===== config.mk =====
export PLATFORM = sky130hd
export DESIGN_NAME = transparent_rle_line_encoder
export DESIGN_NICKNAME = d
export VERILOG_FILES = /design/src/rtl/rtle_pkg.sv /design/src/rtl/rtle_ram.sv /design/src/rtl/rtle_fifo.sv /design/src/rtl/rtle_front.sv /design/src/rtl/rtle_back.sv /design/src/rtl/transparent_rle_line_encoder.sv
export VERILOG_INCLUDE_DIRS = /design/src /design/src/rtl
export SDC_FILE = /design/constraint.sdc
export NUM_CORES = 2
export LEC_CHECK = 0
export BUFFER_PORTS_ARGS = -buffer_cell sky130_fd_sc_hd__buf_2
export CAP_MARGIN = 20
export CELL_PAD_IN_SITES_DETAIL_PLACEMENT = 1
export CELL_PAD_IN_SITES_GLOBAL_PLACEMENT = 2
export CORE_UTILIZATION = 49
export CTS_CLUSTER_SIZE = 8
export DETAILED_ROUTE_END_ITERATION = 12
export GPL_TIMING_DRIVEN = 0
export PLACE_DENSITY_LB_ADDON = 0.1
export SLEW_MARGIN = 10
export SYNTH_ARGS = -nofsm -noshare
export SYNTH_HDL_FRONTEND = slang
export SYNTH_SLANG_ARGS = --single-unit
export TNS_END_PERCENT = 100

===== constraint.sdc =====
create_clock -name clk -period 5.2 [get_ports clk]
set_input_delay 0.52 -clock clk [delete_from_list [all_inputs] [get_ports clk]]
set_output_delay 0.52 -clock clk [all_outputs]
set_load 0.02 [all_outputs]

===== src/rtl/transparent_rle_line_encoder_defines.svh =====
// Assertion macros shared by the line encoder RTL.
`ifndef TRANSPARENT_RLE_LINE_ENCODER_DEFINES_SVH
`define TRANSPARENT_RLE_LINE_ENCODER_DEFINES_SVH

// Same-cycle implication, checked out of reset.
`define RTLE_ASSERT_IMP(lbl, clk, rst_n, ante, cons, msg) \
  lbl: assert property (@(posedge clk) disable iff (!rst_n) (ante) |-> (cons)) \
    else $error(msg);

// Next-cycle implication, checked out of reset.
`define RTLE_ASSERT_NXT(lbl, clk, rst_n, ante, cons, msg) \
  lbl: assert property (@(posedge clk) disable iff (!rst_n) (ante) |=> (cons)) \
    else $error(msg);

`endif


===== src/rtl/rtle_pkg.sv =====
// Shared types, constants and helpers of the transparent RLE line encoder.
`default_nettype none

package rtle_pkg;

  localparam int PIX_W     = 8;
  localparam int LEN_W     = 7;
  localparam int CNT_W     = 4;
  localparam int WORD_BYTES = 8;

  localparam int SOLID_MAX  = 127;
  localparam int TRANSP_MAX = 128;

  localparam int BYTES_PER_RESULT_DEF = 8;
  localparam int QUEUE_DEPTH_DEF      = 4;

  localparam logic [PIX_W-1:0] TRANSP_FULL_CODE = 8'h80;
  localparam logic [PIX_W-1:0] TRANSP_CODE_TOP  = 8'hFF;

  // One queue entry: all output of one pixel, in order pre byte, run, post byte.
  typedef struct packed {
    logic             pre_v;
    logic [PIX_W-1:0] pre_b;
    logic [LEN_W-1:0] run_n;
    logic             post_v;
    logic [PIX_W-1:0] post_b;
  } cmd_t;

  // Code byte of a partial transparent run of n pixels: 0xFF - (n - 1).
  function automatic logic [PIX_W-1:0] tcode(input logic [LEN_W-1:0] n);
    return TRANSP_CODE_TOP - {1'b0, n} + 8'd1;
  endfunction

endpackage

`default_nettype wire


===== src/rtl/rtle_ram.sv =====
// Generic single-write, single-read RAM with registered read data.
`default_nettype none

module rtle_ram #(
  parameter int WIDTH = 8,
  parameter int DEPTH = 128
) (
  input  wire logic                     clk,
  input  wire logic                     we,
  input  wire logic [$clog2(DEPTH)-1:0] waddr,
  input  wire logic [WIDTH-1:0]         wdata,
  input  wire logic                     re,
  input  wire logic [$clog2(DEPTH)-1:0] raddr,
  output logic      [WIDTH-1:0]         rdata
);

  logic [WIDTH-1:0] mem [DEPTH];

  always_ff @(posedge clk) begin
    if (re) begin
      rdata <= mem[raddr];
    end
    if (we) begin
      mem[waddr] <= wdata;
    end
  end

endmodule

`default_nettype wire


===== src/rtl/rtle_fifo.sv =====
// Short command queue between the classifying front and the emitting back.
`default_nettype none
`include "transparent_rle_line_encoder_defines.svh"

module rtle_fifo #(
  parameter int DEPTH = rtle_pkg::QUEUE_DEPTH_DEF
) (
  input  wire logic          clk,
  input  wire logic          rst_n,
  input  wire logic          push_i,
  input  rtle_pkg::cmd_t     push_data_i,
  input  wire logic          pop_i,
  output rtle_pkg::cmd_t     head_o,
  output logic               empty_o,
  output logic               full_o
);

  localparam int PW = $clog2(DEPTH);
  localparam int CW = $clog2(DEPTH + 1);

  rtle_pkg::cmd_t  slot_r [DEPTH];
  logic [PW-1:0]   wptr_r, wptr_nxt;
  logic [PW-1:0]   rptr_r, rptr_nxt;
  logic [CW-1:0]   count_r, count_nxt;

  always_comb begin
    wptr_nxt  = wptr_r;
    rptr_nxt  = rptr_r;
    count_nxt = count_r;
    if (push_i) begin
      wptr_nxt = (wptr_r == PW'(DEPTH - 1)) ? '0 : wptr_r + 1'b1;
    end
    if (pop_i) begin
      rptr_nxt = (rptr_r == PW'(DEPTH - 1)) ? '0 : rptr_r + 1'b1;
    end
    if (push_i && !pop_i) begin
      count_nxt = count_r + 1'b1;
    end else if (pop_i && !push_i) begin
      count_nxt = count_r - 1'b1;
    end
  end

  always_ff @(posedge clk) begin
    if (!rst_n) begin
      wptr_r  <= '0;
      rptr_r  <= '0;
      count_r <= '0;
    end else begin
      wptr_r  <= wptr_nxt;
      rptr_r  <= rptr_nxt;
      count_r <= count_nxt;
    end
    if (push_i) begin
      slot_r[wptr_r] <= push_data_i;
    end
  end

  assign head_o  = slot_r[rptr_r];
  assign empty_o = (count_r == '0);
  assign full_o  = (count_r == CW'(DEPTH));

  `RTLE_ASSERT_IMP(a_no_pop_empty, clk, rst_n, pop_i, count_r != '0, "pop from empty queue")
  `RTLE_ASSERT_IMP(a_no_push_full, clk, rst_n, push_i, count_r != CW'(DEPTH), "push into full queue")

endmodule

`default_nettype wire


===== src/rtl/rtle_front.sv =====
// Front end: takes pixels, tracks open runs, buffers solid pixels, queues commands.
`default_nettype none
`include "transparent_rle_line_encoder_defines.svh"

module rtle_front (
  input  wire logic                          clk,
  input  wire logic                          rst_n,
  input  wire logic                          cfg_wr_en,
  input  wire logic [rtle_pkg::PIX_W-1:0]    cfg_wr_data,
  input  wire logic                          in_valid,
  output logic                               in_stall,
  input  wire logic [rtle_pkg::PIX_W-1:0]    in_pixel,
  input  wire logic                          in_line_end,
  input  wire logic                          q_full_i,
  output logic                               push_o,
  output rtle_pkg::cmd_t                     cmd_o,
  output logic                               ram_we_o,
  output logic [rtle_pkg::LEN_W-1:0]         ram_waddr_o,
  output logic [rtle_pkg::PIX_W-1:0]         ram_wdata_o,
  input  wire logic                          run_done_i
);

  logic [rtle_pkg::PIX_W-1:0] tidx_r;
  logic [rtle_pkg::LEN_W-1:0] tlen_r, tlen_nxt;
  logic [rtle_pkg::LEN_W-1:0] slen_r, slen_nxt;
  logic                       busy_r, busy_nxt;

  logic                       is_transp;
  logic                       accept;
  logic [rtle_pkg::LEN_W:0]   t_sum;
  logic [rtle_pkg::LEN_W-1:0] s_inc;
  logic                       solid_wr;
  rtle_pkg::cmd_t             cmd;

  assign is_transp = (in_pixel == tidx_r);
  // Hold solid pixels while the buffer is still being read out.
  assign in_stall  = q_full_i || (!is_transp && busy_r);
  assign accept    = in_valid && !in_stall;

  always_comb begin
    cmd      = '0;
    tlen_nxt = tlen_r;
    slen_nxt = slen_r;
    solid_wr = 1'b0;
    t_sum    = {1'b0, tlen_r} + 1'b1;
    s_inc    = slen_r + 1'b1;
    if (is_transp) begin
      // Close any open solid run first.
      cmd.run_n = slen_r;
      slen_nxt  = '0;
      if (t_sum == (rtle_pkg::LEN_W + 1)'(rtle_pkg::TRANSP_MAX)) begin
        cmd.post_v = 1'b1;
        cmd.post_b = rtle_pkg::TRANSP_FULL_CODE;
        tlen_nxt   = '0;
      end else begin
        tlen_nxt = t_sum[rtle_pkg::LEN_W-1:0];
      end
      if (in_line_end && tlen_nxt != '0) begin
        cmd.post_v = 1'b1;
        cmd.post_b = rtle_pkg::tcode(tlen_nxt);
      end
    end else begin
      if (tlen_r != '0) begin
        cmd.pre_v = 1'b1;
        cmd.pre_b = rtle_pkg::tcode(tlen_r);
      end
      tlen_nxt = '0;
      solid_wr = 1'b1;
      if (s_inc == rtle_pkg::LEN_W'(rtle_pkg::SOLID_MAX) || in_line_end) begin
        cmd.run_n = s_inc;
        slen_nxt  = '0;
      end else begin
        slen_nxt = s_inc;
      end
    end
    if (in_line_end) begin
      tlen_nxt = '0;
      slen_nxt = '0;
    end
  end

  assign push_o      = accept && (cmd.pre_v || cmd.run_n != '0 || cmd.post_v);
  assign cmd_o       = cmd;
  assign ram_we_o    = accept && solid_wr;
  assign ram_waddr_o = slen_r;
  assign ram_wdata_o = in_pixel;

  always_comb begin
    busy_nxt = busy_r;
    if (run_done_i) begin
      busy_nxt = 1'b0;
    end
    if (push_o && cmd.run_n != '0) begin
      busy_nxt = 1'b1;
    end
  end

  always_ff @(posedge clk) begin
    if (!rst_n) begin
      tidx_r <= '0;
      tlen_r <= '0;
      slen_r <= '0;
      busy_r <= 1'b0;
    end else begin
      if (cfg_wr_en) begin
        tidx_r <= cfg_wr_data;
      end
      if (accept) begin
        tlen_r <= tlen_nxt;
        slen_r <= slen_nxt;
      end
      busy_r <= busy_nxt;
    end
  end

  `RTLE_ASSERT_IMP(a_no_write_busy, clk, rst_n, ram_we_o, !busy_r, "buffer written during readout")

endmodule

`default_nettype wire


===== src/rtl/rtle_back.sv =====
// Back end: expands queued commands into bytes and packs them into results.
`default_nettype none
`include "transparent_rle_line_encoder_defines.svh"

module rtle_back #(
  parameter int BYTES_PER_RESULT = rtle_pkg::BYTES_PER_RESULT_DEF
) (
  input  wire logic                                         clk,
  input  wire logic                                         rst_n,
  input  rtle_pkg::cmd_t                                    head_i,
  input  wire logic                                         empty_i,
  output logic                                              pop_o,
  output logic                                              rd_en_o,
  output logic [rtle_pkg::LEN_W-1:0]                        rd_addr_o,
  input  wire logic [rtle_pkg::PIX_W-1:0]                   rd_data_i,
  output logic                                              run_done_o,
  output logic                                              out_valid,
  input  wire logic                                         out_stall,
  output logic [rtle_pkg::WORD_BYTES*rtle_pkg::PIX_W-1:0]   out_packed_bytes,
  output logic [rtle_pkg::CNT_W-1:0]                        out_byte_count,
  output logic                                              out_last
);

  localparam int WB = rtle_pkg::WORD_BYTES;
  localparam int PW = rtle_pkg::PIX_W;
  localparam logic [rtle_pkg::CNT_W-1:0] CNT_LAST = rtle_pkg::CNT_W'(BYTES_PER_RESULT - 1);

  typedef enum logic [2:0] {ST_IDLE, ST_PRE, ST_CNT, ST_PIX, ST_POST} state_t;

  state_t                      state_r, state_nxt;
  rtle_pkg::cmd_t              cur_r, cur_nxt;
  logic [rtle_pkg::LEN_W-1:0]  idx_r, idx_nxt;

  logic                        s1_valid_r, s1_valid_nxt;
  logic                        s1_ram_r, s1_ram_nxt;
  logic [PW-1:0]               s1_byte_r, s1_byte_nxt;
  logic                        s1_last_r, s1_last_nxt;

  logic [WB*PW-1:0]            acc_r, acc_nxt;
  logic [rtle_pkg::CNT_W-1:0]  acc_cnt_r, acc_cnt_nxt;

  logic                        out_valid_r, out_valid_nxt;
  logic [WB*PW-1:0]            out_data_r, out_data_nxt;
  logic [rtle_pkg::CNT_W-1:0]  out_cnt_r, out_cnt_nxt;
  logic                        out_last_r, out_last_nxt;

  logic                        tok_ram, tok_last, last_pix;
  logic [PW-1:0]               tok_byte;
  logic                        s0_adv, s1_adv, completes, out_free;
  logic [PW-1:0]               s1_data;
  logic [WB*PW-1:0]            word_new;

  // Packer: place the stage-one byte, zero the lanes above it.
  assign s1_data   = s1_ram_r ? rd_data_i : s1_byte_r;
  assign completes = s1_last_r || (acc_cnt_r == CNT_LAST);
  assign out_free  = !out_valid_r || !out_stall;
  assign s1_adv    = s1_valid_r && (!completes || out_free);
  assign s0_adv    = !s1_valid_r || s1_adv;
  assign last_pix  = (idx_r == cur_r.run_n - 1'b1);

  always_comb begin
    for (int k = 0; k < WB; k++) begin
      if (3'(k) == acc_cnt_r[2:0]) begin
        word_new[k*PW +: PW] = s1_data;
      end else if (rtle_pkg::CNT_W'(k) < acc_cnt_r) begin
        word_new[k*PW +: PW] = acc_r[k*PW +: PW];
      end else begin
        word_new[k*PW +: PW] = '0;
      end
    end
  end

  always_comb begin
    state_nxt    = state_r;
    cur_nxt      = cur_r;
    idx_nxt      = idx_r;
    pop_o        = 1'b0;
    tok_ram      = 1'b0;
    tok_byte     = '0;
    tok_last     = 1'b0;
    run_done_o   = 1'b0;
    unique case (state_r)
      ST_IDLE: begin
        if (!empty_i) begin
          pop_o   = 1'b1;
          cur_nxt = head_i;
          if (head_i.pre_v) begin
            state_nxt = ST_PRE;
          end else if (head_i.run_n != '0) begin
            state_nxt = ST_CNT;
          end else begin
            state_nxt = ST_POST;
          end
        end
      end
      ST_PRE: begin
        tok_byte = cur_r.pre_b;
        tok_last = (cur_r.run_n == '0) && !cur_r.post_v;
        if (s0_adv) begin
          if (cur_r.run_n != '0) begin
            state_nxt = ST_CNT;
          end else if (cur_r.post_v) begin
            state_nxt = ST_POST;
          end else begin
            state_nxt = ST_IDLE;
          end
        end
      end
      ST_CNT: begin
        tok_byte = {1'b0, cur_r.run_n};
        if (s0_adv) begin
          state_nxt = ST_PIX;
          idx_nxt   = '0;
        end
      end
      ST_PIX: begin
        tok_ram  = 1'b1;
        tok_last = last_pix && !cur_r.post_v;
        if (s0_adv) begin
          idx_nxt = idx_r + 1'b1;
          if (last_pix) begin
            run_done_o = 1'b1;
            state_nxt  = cur_r.post_v ? ST_POST : ST_IDLE;
          end
        end
      end
      ST_POST: begin
        tok_byte = cur_r.post_b;
        tok_last = 1'b1;
        if (s0_adv) begin
          state_nxt = ST_IDLE;
        end
      end
      default: begin
        state_nxt = ST_IDLE;
      end
    endcase
  end

  assign rd_en_o   = s0_adv && tok_ram && (state_r == ST_PIX);
  assign rd_addr_o = idx_r;

  always_comb begin
    s1_valid_nxt  = s1_valid_r;
    s1_ram_nxt    = s1_ram_r;
    s1_byte_nxt   = s1_byte_r;
    s1_last_nxt   = s1_last_r;
    acc_nxt       = acc_r;
    acc_cnt_nxt   = acc_cnt_r;
    out_valid_nxt = out_valid_r && out_stall;
    out_data_nxt  = out_data_r;
    out_cnt_nxt   = out_cnt_r;
    out_last_nxt  = out_last_r;
    if (s0_adv) begin
      s1_valid_nxt = (state_r != ST_IDLE);
      s1_ram_nxt   = tok_ram;
      s1_byte_nxt  = tok_byte;
      s1_last_nxt  = tok_last;
    end
    if (s1_adv) begin
      if (completes) begin
        out_valid_nxt = 1'b1;
        out_data_nxt  = word_new;
        out_cnt_nxt   = acc_cnt_r + 1'b1;
        out_last_nxt  = s1_last_r;
        acc_cnt_nxt   = '0;
      end else begin
        acc_nxt     = word_new;
        acc_cnt_nxt = acc_cnt_r + 1'b1;
      end
    end
  end

  always_ff @(posedge clk) begin
    if (!rst_n) begin
      state_r     <= ST_IDLE;
      s1_valid_r  <= 1'b0;
      acc_cnt_r   <= '0;
      out_valid_r <= 1'b0;
    end else begin
      state_r     <= state_nxt;
      s1_valid_r  <= s1_valid_nxt;
      acc_cnt_r   <= acc_cnt_nxt;
      out_valid_r <= out_valid_nxt;
    end
    cur_r      <= cur_nxt;
    idx_r      <= idx_nxt;
    s1_ram_r   <= s1_ram_nxt;
    s1_byte_r  <= s1_byte_nxt;
    s1_last_r  <= s1_last_nxt;
    acc_r      <= acc_nxt;
    out_data_r <= out_data_nxt;
    out_cnt_r  <= out_cnt_nxt;
    out_last_r <= out_last_nxt;
  end

  assign out_valid        = out_valid_r;
  assign out_packed_bytes = out_data_r;
  assign out_byte_count   = out_cnt_r;
  assign out_last         = out_last_r;

  `RTLE_ASSERT_IMP(a_full_unless_last, clk, rst_n, out_valid_r && !out_last_r, out_cnt_r == rtle_pkg::CNT_W'(BYTES_PER_RESULT), "short result before the last")
  `RTLE_ASSERT_NXT(a_ram_hold, clk, rst_n, s1_valid_r && s1_ram_r && !s1_adv, $stable(rd_data_i), "buffer data moved under a stalled byte")
  `RTLE_ASSERT_NXT(a_pop_loads, clk, rst_n, pop_o, state_r != ST_IDLE, "popped command not taken up")

endmodule

`default_nettype wire


===== src/rtl/transparent_rle_line_encoder.sv =====
// A pixel's command passes the queue, the back's command and stage-one registers, then the output register.
// Throughput: one pixel per cycle while the queue has room and no solid run is being read.
// A solid pixel waits while the run buffer drains, one byte a cycle while the output is not stalled.
// The back takes up each queued command in its idle state; 17 results at most per pixel.
// Reset (synchronous, rst_n low): runs, queue and outputs clear, transparent index is 0.
// The run buffer is not cleared; no clearing pass is needed.
`default_nettype none

module transparent_rle_line_encoder #(
  parameter int BYTES_PER_RESULT = rtle_pkg::BYTES_PER_RESULT_DEF,
  parameter int QUEUE_DEPTH      = rtle_pkg::QUEUE_DEPTH_DEF
) (
  input  wire logic                                         clk,
  input  wire logic                                         rst_n,
  // configuration: transparent palette index
  input  wire logic                                         cfg_wr_en,
  input  wire logic [rtle_pkg::PIX_W-1:0]                   cfg_wr_data,
  // pixel beats
  input  wire logic                                         in_valid,
  output logic                                              in_stall,
  input  wire logic [rtle_pkg::PIX_W-1:0]                   in_pixel,
  input  wire logic                                         in_line_end,
  // packed result beats
  output logic                                              out_valid,
  input  wire logic                                         out_stall,
  output logic [rtle_pkg::WORD_BYTES*rtle_pkg::PIX_W-1:0]   out_packed_bytes,
  output logic [rtle_pkg::CNT_W-1:0]                        out_byte_count,
  output logic                                              out_last
);

  // Front to queue
  logic                        push;
  rtle_pkg::cmd_t              push_cmd;
  logic                        q_full;
  // Queue to back
  rtle_pkg::cmd_t              head_cmd;
  logic                        q_empty;
  logic                        pop;
  // Solid run buffer: front writes, back reads
  logic                        ram_we;
  logic [rtle_pkg::LEN_W-1:0]  ram_waddr;
  logic [rtle_pkg::PIX_W-1:0]  ram_wdata;
  logic                        ram_re;
  logic [rtle_pkg::LEN_W-1:0]  ram_raddr;
  logic [rtle_pkg::PIX_W-1:0]  ram_rdata;
  // Back tells the front the buffer is free again
  logic                        run_done;

  // Front: classify each pixel beat against the transparent index, extend or
  // close the open run, write solid pixels to the buffer and queue one
  // command per beat that produces output.
  rtle_front u_front (
    .clk         (clk),
    .rst_n       (rst_n),
    .cfg_wr_en   (cfg_wr_en),
    .cfg_wr_data (cfg_wr_data),
    .in_valid    (in_valid),
    .in_stall    (in_stall),
    .in_pixel    (in_pixel),
    .in_line_end (in_line_end),
    .q_full_i    (q_full),
    .push_o      (push),
    .cmd_o       (push_cmd),
    .ram_we_o    (ram_we),
    .ram_waddr_o (ram_waddr),
    .ram_wdata_o (ram_wdata),
    .run_done_i  (run_done)
  );

  // Decouple the two halves so a stalled output does not block transparent pixels.
  rtle_fifo #(
    .DEPTH (QUEUE_DEPTH)
  ) u_fifo (
    .clk         (clk),
    .rst_n       (rst_n),
    .push_i      (push),
    .push_data_i (push_cmd),
    .pop_i       (pop),
    .head_o      (head_cmd),
    .empty_o     (q_empty),
    .full_o      (q_full)
  );

  // Pixels of the open solid run; only entries below the run length are read.
  rtle_ram #(
    .WIDTH (rtle_pkg::PIX_W),
    .DEPTH (rtle_pkg::SOLID_MAX)
  ) u_ram (
    .clk   (clk),
    .we    (ram_we),
    .waddr (ram_waddr),
    .wdata (ram_wdata),
    .re    (ram_re),
    .raddr (ram_raddr),
    .rdata (ram_rdata)
  );

  // Back: walk each command byte by byte (pre byte, count, pixels, post byte)
  // and pack BYTES_PER_RESULT bytes per result beat, fewer only in the flagged final one.
  rtle_back #(
    .BYTES_PER_RESULT (BYTES_PER_RESULT)
  ) u_back (
    .clk              (clk),
    .rst_n            (rst_n),
    .head_i           (head_cmd),
    .empty_i          (q_empty),
    .pop_o            (pop),
    .rd_en_o          (ram_re),
    .rd_addr_o        (ram_raddr),
    .rd_data_i        (ram_rdata),
    .run_done_o       (run_done),
    .out_valid        (out_valid),
    .out_stall        (out_stall),
    .out_packed_bytes (out_packed_bytes),
    .out_byte_count   (out_byte_count),
    .out_last         (out_last)
  );

endmodule

`default_nettype wire

After elaboration in Yosys (flattened, before gate mapping):

Memories as Yosys holds them, arrays and structs flattened. A register that Yosys moved wholly into a read port is not among the register bits.
Cells that the tools add are included.

* add/subtract/negate cells: 13
* magnitude comparators: 8
* equal/unequal tests: 25
* mux-type cells: 69
* bitwise gates (word level): 2
* reductions and logical operators: 49

Operator list (number)
* 8-bit 2-to-1 mux: 17
* 7-bit 2-to-1 mux: 11
* 9-bit 2-to-1 mux: 5
* 3-bit 2-to-1 mux: 12
* 7-bit nonzero test: 5
* 8-bit case mux with 3 select lines: 1
* 8-bit by 1-bit adder with 8-bit output, second input constant: 2
* 3-bit by 4-bit less-than comparator with 1-bit output, first input constant: 4
* 8-bit by 7-bit subtractor with 8-bit output, first input constant: 2
* 1-bit 2-to-1 mux: 15
* 3-bit case mux with 5 select lines: 1
* 7-bit by 1-bit adder with 7-bit output, second input constant: 2
* 1-bit logical AND: 14
* 7-bit case mux with 2 select lines: 1
* 3-bit == test, first input constant: 4
* 2-bit by 1-bit != test with 1-bit output, second input constant: 5
* 1-bit zero test: 9
* 3-bit zero test: 3
* 7-bit by 1-bit adder with 8-bit output, second input constant: 1
* 8-bit == test: 1
* 8-bit == test, second input constant: 1
* 1-bit logical OR: 8
* 1-bit by 4-bit less-than comparator with 1-bit output, first input constant: 2
* 2-bit by 4-bit less-than comparator with 1-bit output, first input constant: 2
* 25 further kinds: 38

* register bits: 213
* memory bits (writable): 1116
* input port bits: 22
* word-level logic and storage cells: 191
* memories kept: 2

Memories
* u_ram.mem: depth 127, width 8, rd ports 1, clocked after memory_dff 1, write ports 1, RTL line rtle_ram.sv:17 `logic [WIDTH-1:0] mem [DEPTH];`
* u_fifo.slot_r: depth 4, width 25, rd ports 1, clocked after memory_dff 1, write ports 1, RTL line rtle_fifo.sv:21 `rtle_pkg::cmd_t slot_r [DEPTH];`

Longest topological paths before layout:

* depth after elaboration: 14
* gate-level depth with buffers: 16
* mapped depth without buffers: 15

By module:

A second synthesis with hierarchy kept.

* cell total of the unflattened synthesis: 2836
* area, all modules: 53279.8 sq um

By module, submodules not included
* rtle_ram: instances 1, cells an instance 1882, area an instance 39880.7 sq um, sequential area each 30749.5 sq um
* rtle_back: instances 1, cells an instance 503, area an instance 7168.1 sq um, sequential area each 5405.2 sq um
* rtle_fifo: instances 1, cells an instance 175, area an instance 4108.9 sq um, sequential area each 3183.1 sq um
* rtle_front: instances 1, cells an instance 276, area an instance 2122.0 sq um, sequential area each 460.4 sq um

Worst setup path after synthesis:

Ideal clock, no wire load.

* kind: register -> register
* from: register u_back.acc_cnt_r[3] (netlist bit)
* to: register u_back.out_cnt_r, in the netlist u_back.out_byte_count[0], enable pin
* arrival: 3.933 ns
* setup slack: 0.770 ns
* stages on the path, launching flop included: 6
* buffers on the path: 1
* clock period less this slack: 4.430 ns
* path through: dfxtp_1 clkbuf_1 nand4b_1 and2_1 o21ai_0 nor2_1

* cells in the longest elaborated chain, start to end: 6

Ends and longest elaborated chain
* start, declared: RTL line rtle_back.sv:40 `logic [rtle_pkg::CNT_W-1:0] acc_cnt_r, acc_cnt_nxt;`
* start signal, assigned: RTL line rtle_back.sv:183 `acc_cnt_r <= acc_cnt_nxt;`
* 4-bit by 3-bit == test with 1-bit output (*): RTL line rtle_back.sv:55 `assign completes = s1_last_r || (acc_cnt_r == CNT_LAST);`
* 1-bit logical OR (*): RTL line rtle_back.sv:55
* 1-bit zero test: RTL line rtle_back.sv:57 `assign s1_adv = s1_valid_r && (!completes || out_free);`
* 1-bit logical OR: RTL line rtle_back.sv:57
* 1-bit logical AND: RTL line rtle_back.sv:57
* 2-bit AND reduction (no source line) (*)
* end signal, assigned: RTL line rtle_back.sv:193 `out_cnt_r <= out_cnt_nxt;`
* end, declared: RTL line rtle_back.sv:44 `logic [rtle_pkg::CNT_W-1:0] out_cnt_r, out_cnt_nxt;`

Every way passes the cells marked *; elsewhere a longest branch is shown, timed or not.
A chain may end at the register's enable or synchronous reset.

==> results.json <==
{
  "cp_top_family": "buffers and inverters",
  "crit_path_end_kind": "flip-flop",
  "crit_path_start_kind": "flip-flop",
  "hp-start": "cfg_wr_data[1]",
  "r2r_slack_ps": 270,
  "worst_slack_ps": 271,
  "drt_first_pass_iters": 5,
  "antenna_found_initial": 5,
  "synth_edf_count": 1298,
  "grt_max_degree": 92,
  "drive_gt1_frac": 0.244,
  "wirelength_mm": 155,
  "mostFrequentLayoutCells": "edfxtp_1, mux4_2, nor2_1",
  "fillers": 9059,
  "period_share": 0.948,
  "cp.required_ps": 5620,
  "diodes": 0,
  "cts_sinks": 1339,
  "whs_endpoint": "u_front.tidx_r[1]$_SDFFE_PN0P_",
  "path_max_fanout": 10,
  "critPathMaxStageDelay_ps": 860,
  "dieArea_mm2": 0.109,
  "crit_slowest_cell": "clkbuf_1",
  "yosysUniqueCellTypes": 56,
  "ir_worst_vdd_v": 0.000278,
  "drc": 0,
  "ys_ff_latch": 1339,
  "avgSynthCellArea_um2": 19.8,
  "grt_setup_unrepaired": "false",
  "nets": 3020,
  "via_per_inst": 6.36,
  "worstSetupPathType": "flip-flop to flip-flop",
  "cts_tree": "built",
  "port_buffers": 91,
  "hold_path_class": "input pin to flip-flop",
  "core_mm2": 0.106,
  "rows": 119,
  "netlist_instances": 2662,
  "async_flop_share": 0,
  "die_h_um": 330,
  "io_pins": 93,
  "syn_nets": 2704,
  "r2r_start": "u_back.rd_addr_o[1]$_SDFFCE_PN0P_",
  "cts_made_buffers": 185,
  "setup_viol": 0,
  "cap_viol_max_count": 0,
  "setup_tns_ps": 0,
  "yosysWarnings": 0,
  "regArea_mm2": 0.0398,
  "fmax_ghz": 0.203,
  "place_ws_ps": -356,
  "power_per_cell_area_mw_per_mm2": 486,
  "synthToLayoutAreaGrowth_pct": 15.1,
  "path_cells": "buf_2 -> buf_2 -> clkbuf_1 -> clkbuf_1 -> mux4_2 -> mux4_2 -> mux2i_1 -> a211oi_1",
  "overflow": 0,
  "globalplace.congestion": 0.891,
  "start_util": 0.498,
  "worstPathArrival_ps": 5350,
  "clk-insertion-delay-late_ps": 780,
  "drt_iter0_markers": 3352,
  "drt.antenna.violating_nets": 0,
  "grt_pass1_wl_mm": 217,
  "status": "completed",
  "grt_pass1_vias": 28900,
  "cts_root_buf": "clkbuf_16",
  "final.setup_skew_ps": 27.7,
  "syn_area_mm2": 0.0527,
  "hold_viol_final": 0,
  "fp.dieW_um": 330,
  "min_path_cells": 3,
  "seq_area_frac_synth": 0.755,
  "r2r_cells": 8,
  "dp_hpwl_mm": 100,
  "reg2reg_to": "u_ram.rdata[1]$_DFFE_PP_",
  "cts.path.max_buffers": 3,
  "max_slew.worst_pin.slew_ps": 1190,
  "vias": 28100,
  "maxSlewViolCount": 0,
  "period_needed_ps": 4930,
  "p_leak_nw": 19.4,
  "path_buf_inv": 4,
  "multi_input_area_mm2": 0.0122,
  "track_usage": 0.291,
  "wl_per_cell_um": 35.1,
  "final_common_cell": "edfxtp_1",
  "relSlewSlack": 0.207,
  "ys.flop_type": "edfxtp_1",
  "clk_pin_slew_ps": 50,
  "htreeDepth": 4
}
==> cell families after synthesis <==
logic type,synth area share
xor+xnor,0.00599
fa+ha+maj,0.00489
compound gates,0.0243
mux,0.154
buf+inv,0.0139
flops,0.755
simple gates,0.0413
==> repair_timing <==
action,CTS,global route
resized for setup,0,0
hold buffers,6,0
hold endpoints to repair,6,0
setup buffers,0,0
==> final cells by class <==
| class | instances | area share |
|---|---|---|
| plain buffers | 139 | 0.0107 |
| inverters | 27 | 0.00171 |
| clock inverters | 13 | 0.00332 |
| repair buffers | 129 | 0.0175 |
| well taps | 1391 | 0.0287 |
| flip-flops and latches | 1339 | 0.656 |
| clock buffers | 231 | 0.0803 |
| multi-input cells | 1157 | 0.201 |
==> Yosys cell counts, types with 28 or more instances <==
cell / number / share of area
a21oi_1: 31 / 0.0029
o21ai_0: 82 / 0.0078
nand2_1: 152 / 0.011
edfxtp_1: 1298 / 0.74
buf_2: 28 / 0.0027
dfxtp_1: 41 / 0.016
nor2_1: 203 / 0.014
mux4_2: 330 / 0.14
mux2i_1: 55 / 0.010
nor2b_1: 46 / 0.0055
clkbuf_1: 83 / 0.0059
==> tightest hold or removal path: stages <==
cell and delay, ps:
buf_2 90, mux2i_1 60, nor2b_1 100
==> where the power goes <==
group | total (W) | switching, W | internal (W)
logic | 0.00610 | 0.00384 | 0.00227
clock network | 0.0108 | 0.00436 | 0.00646
registers | 0.0126 | 0.000194 | 0.0124
total | 0.0295 | 0.00839 | 0.0211
==> per-layer routing <==
| layer | global-route usage | wire length [um] | vias up |
|---|---|---|---|
| li1 | - | - | 11400 |
| met1 | 0.406 | 63600 | 15200 |
| met2 | 0.462 | 75000 | 1368 |
| met3 | 0.0585 | 12300 | 248 |
| met4 | 0.0934 | 4560 | 0 |
| met5 | 0 | 0 | - |
==> how the worst max path moves through the flow <==
stage	slack, ps	depth (start not counted)	start	endpoint
CTS	180	8	u_back.rd_addr_o[1]$_SDFFCE_PN0P_	u_ram.rdata[6]$_DFFE_PP_
detailed placement	-360	11	in_pixel[2]	u_ram.mem[106][7]$_DFFE_PP_
floorplan	770	5	u_back.acc_cnt_r[3]$_SDFFE_PN0P_	u_back.out_byte_count[0]$_DFFE_PP_
global placement	-1730	8	in_pixel[2]	u_fifo.slot_r[3][15]$_DFFE_PP_
finish	270	8	u_back.rd_addr_o[1]$_SDFFCE_PN0P_	u_ram.rdata[1]$_DFFE_PP_
global route	240	11	in_pixel[2]	u_ram.mem[46][0]$_DFFE_PP_
==> sequential cells by signal, summed over array words and instances, names as in the netlist, 2 cells and up, named ones only <==
register,count
u_front.tlen_r,7
u_back.out_packed_bytes,64
u_fifo.rptr_r,2
u_back.state_r,3
u_front.ram_waddr_o,7
u_back.out_byte_count,4
u_back.cur_r,24
u_fifo.count_r,3
u_ram.rdata,8
u_back.acc_r,64
u_fifo.wptr_r,2
u_fifo.slot_r,100
u_front.tidx_r,8
u_ram.mem,1016
u_back.rd_addr_o,7
u_back.acc_cnt_r,4
u_back.s1_byte_r,8
==> per-stage QoR <==
step	util	power, W	area (um2)	hold WS (ps)	cells
2_1_floorplan	-	0.0161	52700	426	2662
3_3_place_gp	0.518	0.0186	54900	448	4144
3_5_place_dp	0.524	0.0188	55500	442	4172
4_1_cts	0.572	0.0295	60600	4.59	4422
5_1_grt	0.573	0.0301	60600	51.2	4426
6_report	0.573	0.0295	60600	27.6	4426
Note: power is estimated with default switching activity, not from simulation.
